$ cat src/design/cfp_pkg.sv
package cfp_pkg;

  // Width of the line number field carried on the result channel.
  localparam int unsigned LINE_OUT_W = 32;
  // Default width of the internal line counter.
  localparam int unsigned LINE_WIDTH_DEF = 32;

  typedef enum logic [1:0] {
    KIND_BYTE   = 2'd0,
    KIND_FIELD  = 2'd1,
    KIND_RECORD = 2'd2,
    KIND_ERROR  = 2'd3
  } kind_e;

  typedef enum logic {
    ERR_BAD_QUOTE = 1'b0,
    ERR_UNCLOSED  = 1'b1
  } err_code_e;

  typedef enum logic {
    OP_DATA = 1'b0,
    OP_EOS  = 1'b1
  } op_e;

endpackage

$ cat src/design/cfp_if.sv
// Input channel: one stream byte or an end-of-stream mark per word.
interface cfp_in_if;
  import cfp_pkg::*;

  logic       valid;
  logic       ready;
  op_e        op;
  logic [7:0] data_byte;

  modport source (output valid, output op, output data_byte, input ready);
  modport sink   (input valid, input op, input data_byte, output ready);
endinterface

// Result channel: one parse event per word.
interface cfp_out_if;
  import cfp_pkg::*;

  logic                  valid;
  logic                  ready;
  kind_e                 kind;
  logic [7:0]            content_byte;
  err_code_e             err_code;
  logic [LINE_OUT_W-1:0] line_number;

  modport source (output valid, output kind, output content_byte, output err_code,
                  output line_number, input ready);
  modport sink   (input valid, input kind, input content_byte, input err_code,
                  input line_number, output ready);
endinterface

$ cat src/design/csv_field_parser.sv
// csv_field_parser - streaming CSV field splitter.
//
// in_i  : valid/ready channel of words {op, data_byte}. op = data carries one
//         stream byte, op = end-of-stream closes the stream (data_byte unused).
// out_o : valid/ready channel of parse events {kind, content_byte,
//         err_code, line_number}. A data byte gives at most one event:
//         a content byte, a field end, a field-and-record end or an error.
//         Opening/closing quotes and the LF after a record-ending CR give none.
//
// A word is captured in the input register and parsed from there; its event is
// loaded into the output register when the word advances out of the input
// register, which then raises out_o.valid.
// Throughput: one word per cycle while out_o takes events; the parse state
// update is a loop from the state registers through the byte decode and back.
//
// Stalls: when out_o.ready is low with an event held, the input register keeps
// its word and in_i.ready drops, even for a word that would give no event.
// Reset (rst_ni low, asynchronous): both registers empty, parser in the start
// state, line counter at one, error and flags clear. An end-of-stream word
// returns the parser to the same state after giving its final event.
module csv_field_parser #(
  parameter int unsigned LINE_WIDTH = cfp_pkg::LINE_WIDTH_DEF
) (
  input  logic       clk_i,
  input  logic       rst_ni,
  cfp_in_if.sink     in_i,
  cfp_out_if.source  out_o
);
  import cfp_pkg::*;

  // Quote machine state codes.
  localparam logic [1:0] ST_START  = 2'd0;
  localparam logic [1:0] ST_PLAIN  = 2'd1;
  localparam logic [1:0] ST_QUOTED = 2'd2;
  localparam logic [1:0] ST_CLOSED = 2'd3;

  localparam logic [7:0] CH_QUOTE = 8'h22;
  localparam logic [7:0] CH_COMMA = 8'h2C;
  localparam logic [7:0] CH_CR    = 8'h0D;
  localparam logic [7:0] CH_LF    = 8'h0A;

  localparam logic [LINE_WIDTH-1:0] LINE_ONE = LINE_WIDTH'(1);

  // Input register.
  logic       in_vld_q;
  op_e        op_q;
  logic [7:0] byte_q;

  // Parser state.
  logic [1:0]            st_q, st_d;
  logic [LINE_WIDTH-1:0] cnt_q, cnt_d, cnt_inc;
  logic                  has_data_q, has_data_d;
  logic                  skip_lf_q, skip_lf_d;
  logic                  err_q, err_d;

  // Output register.
  logic                  out_vld_q;
  kind_e                 kind_q, kind_d;
  logic [7:0]            cbyte_q, cbyte_d;
  err_code_e             ecode_q, ecode_d;
  logic [LINE_OUT_W-1:0] lnum_q, lnum_d;
  logic                  emit;

  // Counter value extended so the low output bits can always be selected.
  logic [LINE_WIDTH+LINE_OUT_W-1:0] lnum_ext;

  logic advance;

  // Parse the held word when the output register is free or being emptied.
  assign advance    = in_vld_q && (!out_vld_q || out_o.ready);
  assign in_i.ready = !in_vld_q || advance;

  assign cnt_inc = (cnt_q != '1) ? cnt_q + LINE_ONE : cnt_q;

  always_comb begin
    st_d       = st_q;
    cnt_d      = cnt_q;
    has_data_d = has_data_q;
    skip_lf_d  = skip_lf_q;
    err_d      = err_q;
    emit       = 1'b0;
    kind_d     = KIND_BYTE;
    cbyte_d    = 8'h00;
    ecode_d    = ERR_BAD_QUOTE;

    if (op_q == OP_EOS) begin
      if (!err_q) begin
        if (st_q == ST_QUOTED) begin
          emit    = 1'b1;
          kind_d  = KIND_ERROR;
          ecode_d = ERR_UNCLOSED;
        end else if (has_data_q) begin
          emit   = 1'b1;
          kind_d = KIND_RECORD;
        end
      end
    end else if (!err_q) begin
      skip_lf_d = 1'b0;
      if (!(skip_lf_q && byte_q == CH_LF)) begin
        has_data_d = 1'b1;
        if (byte_q == CH_LF) begin
          cnt_d = cnt_inc;
        end
        if (st_q == ST_QUOTED) begin
          if (byte_q == CH_QUOTE) begin
            st_d = ST_CLOSED;
          end else begin
            emit    = 1'b1;
            cbyte_d = byte_q;
          end
        end else if (st_q == ST_CLOSED && byte_q == CH_QUOTE) begin
          // doubled quote gives one literal quote
          st_d    = ST_QUOTED;
          emit    = 1'b1;
          cbyte_d = CH_QUOTE;
        end else if (byte_q == CH_COMMA) begin
          st_d   = ST_START;
          emit   = 1'b1;
          kind_d = KIND_FIELD;
        end else if (byte_q == CH_CR || byte_q == CH_LF) begin
          if (byte_q == CH_CR) begin
            skip_lf_d = 1'b1;
            cnt_d     = cnt_inc;
          end
          st_d       = ST_START;
          has_data_d = 1'b0;
          emit       = 1'b1;
          kind_d     = KIND_RECORD;
        end else if (byte_q == CH_QUOTE && st_q == ST_START) begin
          st_d = ST_QUOTED;
        end else if (byte_q == CH_QUOTE || st_q == ST_CLOSED) begin
          err_d  = 1'b1;
          emit   = 1'b1;
          kind_d = KIND_ERROR;
        end else begin
          st_d    = ST_PLAIN;
          emit    = 1'b1;
          cbyte_d = byte_q;
        end
      end
    end

    // Event carries the count after this byte's own line bump.
    lnum_ext = {{LINE_OUT_W{1'b0}}, cnt_d};
    lnum_d   = lnum_ext[LINE_OUT_W-1:0];

    // End of stream: back to reset values.
    if (op_q == OP_EOS) begin
      st_d       = ST_START;
      cnt_d      = LINE_ONE;
      has_data_d = 1'b0;
      skip_lf_d  = 1'b0;
      err_d      = 1'b0;
    end
  end

  always_ff @(posedge clk_i or negedge rst_ni) begin
    if (!rst_ni) begin
      in_vld_q <= 1'b0;
    end else if (in_i.ready) begin
      in_vld_q <= in_i.valid;
    end
  end

  always_ff @(posedge clk_i) begin
    if (in_i.ready && in_i.valid) begin
      op_q   <= in_i.op;
      byte_q <= in_i.data_byte;
    end
  end

  always_ff @(posedge clk_i or negedge rst_ni) begin
    if (!rst_ni) begin
      st_q       <= ST_START;
      cnt_q      <= LINE_ONE;
      has_data_q <= 1'b0;
      skip_lf_q  <= 1'b0;
      err_q      <= 1'b0;
    end else if (advance) begin
      st_q       <= st_d;
      cnt_q      <= cnt_d;
      has_data_q <= has_data_d;
      skip_lf_q  <= skip_lf_d;
      err_q      <= err_d;
    end
  end

  always_ff @(posedge clk_i or negedge rst_ni) begin
    if (!rst_ni) begin
      out_vld_q <= 1'b0;
    end else if (advance) begin
      out_vld_q <= emit;
    end else if (out_o.ready) begin
      out_vld_q <= 1'b0;
    end
  end

  always_ff @(posedge clk_i) begin
    if (advance && emit) begin
      kind_q  <= kind_d;
      cbyte_q <= cbyte_d;
      ecode_q <= ecode_d;
      lnum_q  <= lnum_d;
    end
  end

  assign out_o.valid        = out_vld_q;
  assign out_o.kind         = kind_q;
  assign out_o.content_byte = cbyte_q;
  assign out_o.err_code     = ecode_q;
  assign out_o.line_number  = lnum_q;

  // Line counter starts at one and saturates, so it never reads zero.
  a_line_nonzero: assert property (@(posedge clk_i) disable iff (!rst_ni)
    cnt_q != '0)
    else $error("line counter reached zero");

  // A pending LF swallow only follows a record end, which leaves the start state.
  a_skip_in_start: assert property (@(posedge clk_i) disable iff (!rst_ni)
    skip_lf_q |-> (st_q == ST_START && !has_data_q))
    else $error("LF swallow pending outside start state");

  // A held word behind a stalled event blocks new input.
  a_stall_blocks: assert property (@(posedge clk_i) disable iff (!rst_ni)
    (in_vld_q && out_vld_q && !out_o.ready) |-> !in_i.ready)
    else $error("input accepted while parse stage is stalled");

endmodule

$ cat src/flat_wrapper.sv
// flat-port wrapper written by rule: the top's interface ports become plain ports
module csv_field_parser_flat import cfp_pkg::*;
#(
  parameter int unsigned LINE_WIDTH = cfp_pkg::LINE_WIDTH_DEF
)
  (clk_i, rst_ni, in_i_valid, in_i_op, in_i_data_byte, in_i_ready, out_o_valid, out_o_kind, out_o_content_byte, out_o_err_code, out_o_line_number, out_o_ready);
  cfp_in_if in_i_i ();
  cfp_out_if out_o_i ();
  input  logic clk_i;
  input  logic rst_ni;
  input wire logic [$bits(in_i_i.valid)-1:0] in_i_valid;
  input wire logic [$bits(in_i_i.op)-1:0] in_i_op;
  input wire logic [$bits(in_i_i.data_byte)-1:0] in_i_data_byte;
  output wire logic [$bits(in_i_i.ready)-1:0] in_i_ready;
  output wire logic [$bits(out_o_i.valid)-1:0] out_o_valid;
  output wire logic [$bits(out_o_i.kind)-1:0] out_o_kind;
  output wire logic [$bits(out_o_i.content_byte)-1:0] out_o_content_byte;
  output wire logic [$bits(out_o_i.err_code)-1:0] out_o_err_code;
  output wire logic [$bits(out_o_i.line_number)-1:0] out_o_line_number;
  input wire logic [$bits(out_o_i.ready)-1:0] out_o_ready;
  assign in_i_i.valid = in_i_valid;
  assign in_i_i.op = in_i_op;
  assign in_i_i.data_byte = in_i_data_byte;
  assign in_i_ready = in_i_i.ready;
  assign out_o_valid = out_o_i.valid;
  assign out_o_kind = out_o_i.kind;
  assign out_o_content_byte = out_o_i.content_byte;
  assign out_o_err_code = out_o_i.err_code;
  assign out_o_line_number = out_o_i.line_number;
  assign out_o_i.ready = out_o_ready;
  csv_field_parser #(.LINE_WIDTH(LINE_WIDTH)) u_core (.clk_i(clk_i), .rst_ni(rst_ni), .in_i(in_i_i), .out_o(out_o_i));
endmodule
$ cat config.mk
export PLATFORM = sky130hd
export DESIGN_NAME = csv_field_parser_flat
export DESIGN_NICKNAME = d
export VERILOG_FILES = /design/src/design/cfp_pkg.sv /design/src/design/cfp_if.sv /design/src/design/csv_field_parser.sv /design/src/flat_wrapper.sv
export SDC_FILE = /design/constraint.sdc
export NUM_CORES = 1
export LEC_CHECK = 0
export BUFFER_PORTS_ARGS = -buffer_cell sky130_fd_sc_hd__clkbuf_2
export CORE_MARGIN = 1.5
export CORE_UTILIZATION = 52
export CTS_BUF_LIST = sky130_fd_sc_hd__clkbuf_8 sky130_fd_sc_hd__clkbuf_16
export DETAILED_ROUTE_END_ITERATION = 7
export GPL_TIMING_DRIVEN = 0
export PLACE_DENSITY = 0.84
export SETUP_SLACK_MARGIN = 0.2
export SYNTH_ARGS = -nofsm -noshare
export SYNTH_HDL_FRONTEND = slang
export SYNTH_SLANG_ARGS = --single-unit
$ cat constraint.sdc
create_clock -name clk_i -period 10.35 [get_ports clk_i]
set_clock_uncertainty 0.15 [all_clocks]
set_input_delay 0.5175 -clock clk_i [delete_from_list [all_inputs] [get_ports clk_i]]
set_output_delay 0.5175 -clock clk_i [all_outputs]
set_load 0.005 [all_outputs]
==> impl_results.md, run 1 <==
- Outcome: finished, final reports clean
- Vias in the first global route: just over 4000
- WS Path Type: flop to flop
- Delay-heaviest family, CP: simple AND/OR/NAND/NOR gates
- Max frequency: slightly above 300 MHz
- Root Driver: clkbuf_8
- Synthesized flop and latch total: between 90 and 100
- Worst Path Max Fanout: 10
- Largest net degree at the start of global routing: 40
- H-tree levels: 3
- EDFF count, synth: between 50 and 60
- Met2 WL: 5810 um
- Post-route minimum period: about 3.3 ns
- Core box area: 0.00924 mm^2
- RSZ-0062 raised after global routing: no
- Total number of vias: roughly 4200
- Iteration-0 DRC Markers: roughly 400
- Congestion Overflow GR: 0
- Post-Syn Nets: 499
- Power per cell area: 181 mW/mm^2
- Die Width: 100 um
- Crit path top cell by count: buf_2
- Required time of the critical path: a little over 10 ns
- Max-cap violation count: 0
- Synth Instances: roughly 490
- Clk buf depth: 2
- Mean Syn Cell Area: roughly 10 um^2
- Fin Setup TNS: 0 ns
- Placer Congestion: slightly below 1
- CTS Buf Count: 9
- Slowest cell on crit path: dfstp_2
- DRT Pass-1 Iters: 5
- Crit path from: u_core.cnt_q[0]
- Initial core utilization: a little over half
- # IOs: 58
- Worst-skew pair later-pin latency: 0.37 ns
- DRC: 0
- DR top layer: met4
- Final slew viol count: 0
- Hold Path Class: input pin to asynchronous set/reset pin
- Mapped Area: roughly 0.0049 mm^2
- Final Cycle Share: 31.7%
- Fraction of layout cells with a size suffix above 1: 17.4%
- Cts hold-fix bufs: 0
- Worst setup SP type: flop
- Final WL: approximately 13000 um
- Drt wl/cell: between 15 and 20 um
- P_leak: around 2.1 nW
- Initial antenna violation count: 0
- Worst r2r dst: u_core.out_o.line_number[1]
- Rel. slew slack: roughly 29%
- Ys flop type: edfxtp_1
- DPL Wire Length: 8530 um
- Register-to-Register Path Depth: 9
- Max IR drop VDD: ~100 uV
- Gr usage total: a little over a quarter
- Critical Path Sink Type: flop
- Crit path cell chain: ha_1, and3_1, clkbuf_1, nand4_1, or3_1, buf_2, buf_2, nand3_1, o21ai_0
- Worst Path Buf+Inv: 3
- Hold Fails Final Rpt: 0
- Sequential share of the synthesized area: between 50% and 60%
- Worst Max-Slew Pin Slew: 1.07 ns
- Maximum cell stage delay along the critical path: 0.62 ns
- Worst Path Arrival: approximately 3.2 ns
- Post-route ant nets: 0
- Worst r2r src: u_core.cnt_q[0]
- Met3 wire length: around 1200 um
- Post-synth cell types: 58
- ANT cells: 0
- Die area: around 0.010 mm^2
- Port bufs: 57
- Asr flop ratio synth: ~43%
- Critical Path Sink: u_core.out_o.line_number[1]
- Syn-to-layout area delta: 14.0%
- Final #Nets: ~570
- Reg clk slew, reported paths: 0.09 ns
- WP depth: 9
- Postcts setup bufs: 0
- Clock sink count: between 90 and 100
- Met1 WL: about 5300 um
- CTS tree: yes
- Dominant cells by area after synthesis: edfxtp_1, dfrtp_1, xnor2_1, nand2_1, nand3_1
- Yosys warnings: 0
- Final Core Density: between 60% and 70%
- Vias per cell: between 6 and 7
- Worst reg2reg setup slack: approximately 7.1 ns
- Final setup viols: 0
- Post-CTS Resized: 0
- Yosys top cell area share: between 30% and 40%
- Die height: ~100 um
- Area leader, netlist: edfxtp_1
- Rows: 35
- First-pass GRT wire length: just over 20000 um
## how the worst min path moves through the flow
stage          cells after the start                end
5_1_grt                            1   u_core.byte_q[4]
2_1_floorplan                      0   u_core.cnt_q[10]
4_1_cts                            1   u_core.byte_q[4]
3_3_place_gp                       2  u_core.has_data_q
3_5_place_dp                       2  u_core.has_data_q
6_report                           1   u_core.cnt_q[15]
## layer usage
layer  vias up  track usage, %
met5         -               0
met4         0            12.0
met3        24            5.41
met2       239            41.3
met1      2009            35.4
li1       1975               -
## stage by stage
step                power [mW]  std cells  hold WS [ns]  area [um^2]  setup WS, ns
finish                    1.02        688         0.167         5640          7.07
global route              1.06        688         0.153         5640          6.98
CTS                       1.01        688         0.163         5640          7.16
detailed placement       0.754        672         0.388         5420          7.19
global placement         0.740        671         0.346         5390          5.58
floorplan                0.670        485        0.0719         4940          6.63
## cells by family (layout without fill, tap and decap cells)
kind of cell / after synthesis / count (layout) / share of synthesized area (%)
XOR/XNOR: 31 / 31 / 5.49
AO/OA/AOI/OAI: 76 / 76 / 11.8
buffers and inverters: 53 / 127 / 4.23
AND/OR/NAND/NOR: 232 / 232 / 26.6
flip-flops: 91 / 91 / 51.4
adder cells (fa/ha/maj): 2 / 2 / 0.456
## worst reg2reg max path, delay by kind of cell (launching register included)
family / cells / cell delay (ns)
simple gates: 4 / 1.07
buf+inv: 3 / 0.81
flops: 1 / 0.62
fa+ha+maj: 1 / 0.26
compound gates: 1 / 0.10
## flip-flops by register name, summed over array words and instances, names as in the netlist
register / flops
u_core.out_o.content_byte: 8
u_core.out_o.err_code: 1
u_core.out_o.valid: 1
u_core.out_o.kind: 2
u_core.err_q: 1
u_core.out_o.line_number: 32
u_core.in_vld_q: 1
u_core.st_q: 2
u_core.op_q: 1
u_core.byte_q: 8
u_core.cnt_q: 32
u_core.has_data_q: 1
u_core.skip_lf_q: 1
## cell usage after synthesis (2+ instances only)
cell type,number
o311ai_1,9
dfrtp_1,38
nand4_1,15
nor2b_1,3
inv_1,22
buf_2,8
o21ai_0,8
or4_1,11
o21a_1,3
o31ai_1,2
o211ai_1,6
a311o_1,6
nand4b_1,2
nor4bb_1,2
edfxtp_1,52
and2_1,14
xnor2_1,28
nand3_1,27
nand2b_1,3
nor3_1,16
nand2_1,44
o41ai_1,4
nor2_1,32
or4_4,2
a211o_1,4
nand3b_1,3
nor4_1,13
a211oi_1,3
buf_1,2
nand4_2,2
a21oi_1,11
and3_1,14
or3_1,9
o311ai_0,5
clkbuf_1,21
a31o_2,7
and4_1,7
nor4b_1,5
xor2_1,3
## cells in the final DEF, fill, tap and decap left out, types with 14 or more instances in the layout
cell / n
and2_1: 14
and3_1: 14
clkbuf_1: 21
clkbuf_2: 57
dfrtp_1: 38
edfxtp_1: 52
inv_1: 25
nand2_1: 44
nand3_1: 27
nand4_1: 15
nor2_1: 31
nor3_1: 16
xnor2_1: 28
## area by class of cell
class	instances	area [um^2]
timing repair buffer	58	313
buffer	31	126
sequential	91	2540
multi-input combinational	341	2200
clock buffer	9	124
fill	788	3600
clock inverter	7	87.6
inverter	22	82.6
tap	129	161
## power breakdown
group | switching, mW | leakage, nW | internal [mW] | total (mW)
sequential | 0.0605 | 1.01 | 0.467 | 0.528
clock | 0.129 | 0.113 | 0.134 | 0.263
combinational | 0.135 | 1.02 | 0.0922 | 0.227
Power figures use the tool's default switching activity.
==> inputs of run 2 (changes only) <==
PLACE_DENSITY = 0.87   (was 0.84)
clock period = 2.9 ns   (was 10.35 ns; I/O delays follow)
==> impl_results.md, run 2 (synthesized netlist as in run 1, its figures left out) <==
- Gr usage total: between 20% and 30%
- Initial antenna violation count: 0
- Worst r2r dst: u_core.out_o.line_number[1]
- Outcome: finished, final reports clean
- Die Width: 100 um
- Clock sink count: roughly 90
- DPL Wire Length: 8410 um
- Hold EP: u_core.out_o.valid
- Core box area: ~0.0092 mm^2
- DRT Pass-1 Iters: 6
- Max IR drop VDD: ~360 uV
- Rows: 35
- Syn-to-layout area delta: 20.3%
- Post-route ant nets: 0
- CTS tree: yes
- Hold Path Class: input pin to flop
- Register-to-Register Path Depth: 9
- Psw: between 1 and 1.5 mW
- Iteration-0 DRC Markers: 520
- Worst setup SP type: flop
- DRC: 0
- Crit path cell chain: ha_4, and3_1, buf_6, nand4_1, or3_4, buf_6, buf_4, nand3_1, o21ai_0
- Sw Share: 34.1%
- Worst Path Arrival: between 2 and 3 ns
- Crit path top cell by count: buf_6
- Clk buf depth: 2
- Reg clk slew, reported paths: 0.09 ns
- Largest net degree at the start of global routing: 40
- H-tree levels: 3
- Flop pwr share: 52.9%
- # IOs: just under 60
- Final slew viol count: 0
- Slowest cell on crit path: dfstp_2
- Fraction of layout cells with a size suffix above 1: between 20% and 30%
- First-pass GRT wire length: roughly 21000 um
- Drt wl/cell: about 19 um
- Max frequency: 376 MHz
- Root Driver: clkbuf_8
- P_leak: approximately 2.3 nW
- Worst r2r src: u_core.cnt_q[0]
- CTS Buf Count: 9
- Maximum cell stage delay along the critical path: between 0.5 and 0.6 ns
- Comb power frac: 25.6%
- Vias per cell: 6.40
- Required time of the critical path: around 2.9 ns
- Final Cycle Share: a little over 90%
- Hold Crit Start: out_o_ready
- Power share of the clock group: a little over a fifth
- Post-route minimum period: roughly 2.7 ns
- Congestion Overflow GR: 0
- Die height: 100 um
- Power per cell area: approximately 600 mW/mm^2
- Hold Fails Final Rpt: 0
- RSZ-0062 raised after global routing: yes
- Max-cap violation count: 0
- Hold depth: 3
- Placer Congestion: between 1 and 1.5
- Initial core utilization: a little over half
- Most frequent cells in the layout: clkbuf_2, edfxtp_1, nand2_1
- Cell Int Power: approximately 2.4 mW
- ANT cells: 0
- Worst Max-Slew Pin Slew: ~1.1 ns
- Final #Nets: 596
- Port bufs: 57
- Most common cell after layout, fill and taps aside: clkbuf_2
- Vias in the first global route: 4330
- Rel. slew slack: around a quarter
- Worst reg2reg setup slack: about 0.24 ns
- Pwr Total: 3.57 mW
- Die area: 0.0101 mm^2
- Final WL: roughly 13000 um
- Fin Setup TNS: 0 ns
- Worst Path Max Fanout: 10
- Worst-skew pair later-pin latency: 0.37 ns
- Final setup viols: 0
- Critical Path Sink Type: flop
- WS Path Type: flop to flop
- Total number of vias: 4580
[run 2: changes by cell type in the layout (fill, tap and decap cells not counted), sizes merged]
cell	previous run	this run
nor2	32	35
inv	25	22
clkbuf	87	90
buf	11	21
dlygate4sd3	0	12
bufinv	2	0
clkinvlp	1	3
clkinv	1	4
[run 2: area by class of cell]
cell class,count,area [um^2]
clock inverters,7,45.0
inverters,22,82.6
clock buffers,9,124
well taps,129,161
repair buffers,83,510
fillers,732,3290
plain buffers,31,166
flip-flops and latches,91,2540
multi-input cells,344,2310
[run 2: routing by layer]
| metal | GRT usage (%) | routed length, um |
|---|---|---|
| met5 | 0 | 0 |
| met4 | 11.7 | 657 |
| met3 | 4.72 | 1340 |
| met2 | 44.0 | 6180 |
| met1 | 35.2 | 5200 |
[run 2: worst max-delay path by stage]
stage                                        end  depth (start not counted)              from  slack (ns)
detailed placement   u_core.out_o.line_number[1]                          9   u_core.cnt_q[0]       -0.25
finish               u_core.out_o.line_number[1]                          9   u_core.cnt_q[0]        0.24
global route                    u_core.cnt_q[15]                          6  u_core.byte_q[1]        0.18
floorplan            u_core.out_o.line_number[1]                          9   u_core.cnt_q[0]        0.29
CTS                 u_core.out_o.line_number[19]                          6    u_core.st_q[1]        0.14
global placement     u_core.out_o.line_number[1]                          9   u_core.cnt_q[0]       -0.26
[run 2: power by group through the flow]
stage	logic [mW]	clock network, mW	registers [mW]
2_1_floorplan	0.532	0	1.86
3_3_place_gp	0.757	0	1.88
3_5_place_dp	0.789	0	1.90
4_1_cts	0.859	0.775	1.87
5_1_grt	1.00	0.816	1.92
6_report	0.915	0.768	1.89
[run 2: through the flow]
stage                     setup WS (ns)  hold WS [ns]  instances  util [%]  area [um^2]
after floorplan                   0.293        -0.301        485         -         4950
after detailed placement         -0.245         0.174        671      58.4         5400
final                             0.241         0.104        716      64.4         5950
after global placement           -0.257         0.172        671      58.4         5400
after global routing              0.182         0.163        716      64.4         5950
after CTS                         0.144        0.0893        708      62.8         5800
[run 2: worst max-delay path: cells and delay by family, from the launching register on]
kind                     cells  cell delay, ns
AND/OR/NAND/NOR              4            0.92
flip-flops                   1            0.58
buffers and inverters        3            0.49
adder cells (fa/ha/maj)      1            0.16
AO/OA/AOI/OAI                1            0.11
[run 2: timing repair]
action / CTS / global route
endpoints found under the hold margin: 48 / 0
pin swaps: 4 / 4
buffers inserted: 8 / 6
gates cloned: 1 / 2
gates resized for setup: 14 / 37
endpoints found under the setup margin: 95 / 87
hold buffers: 12 / 0
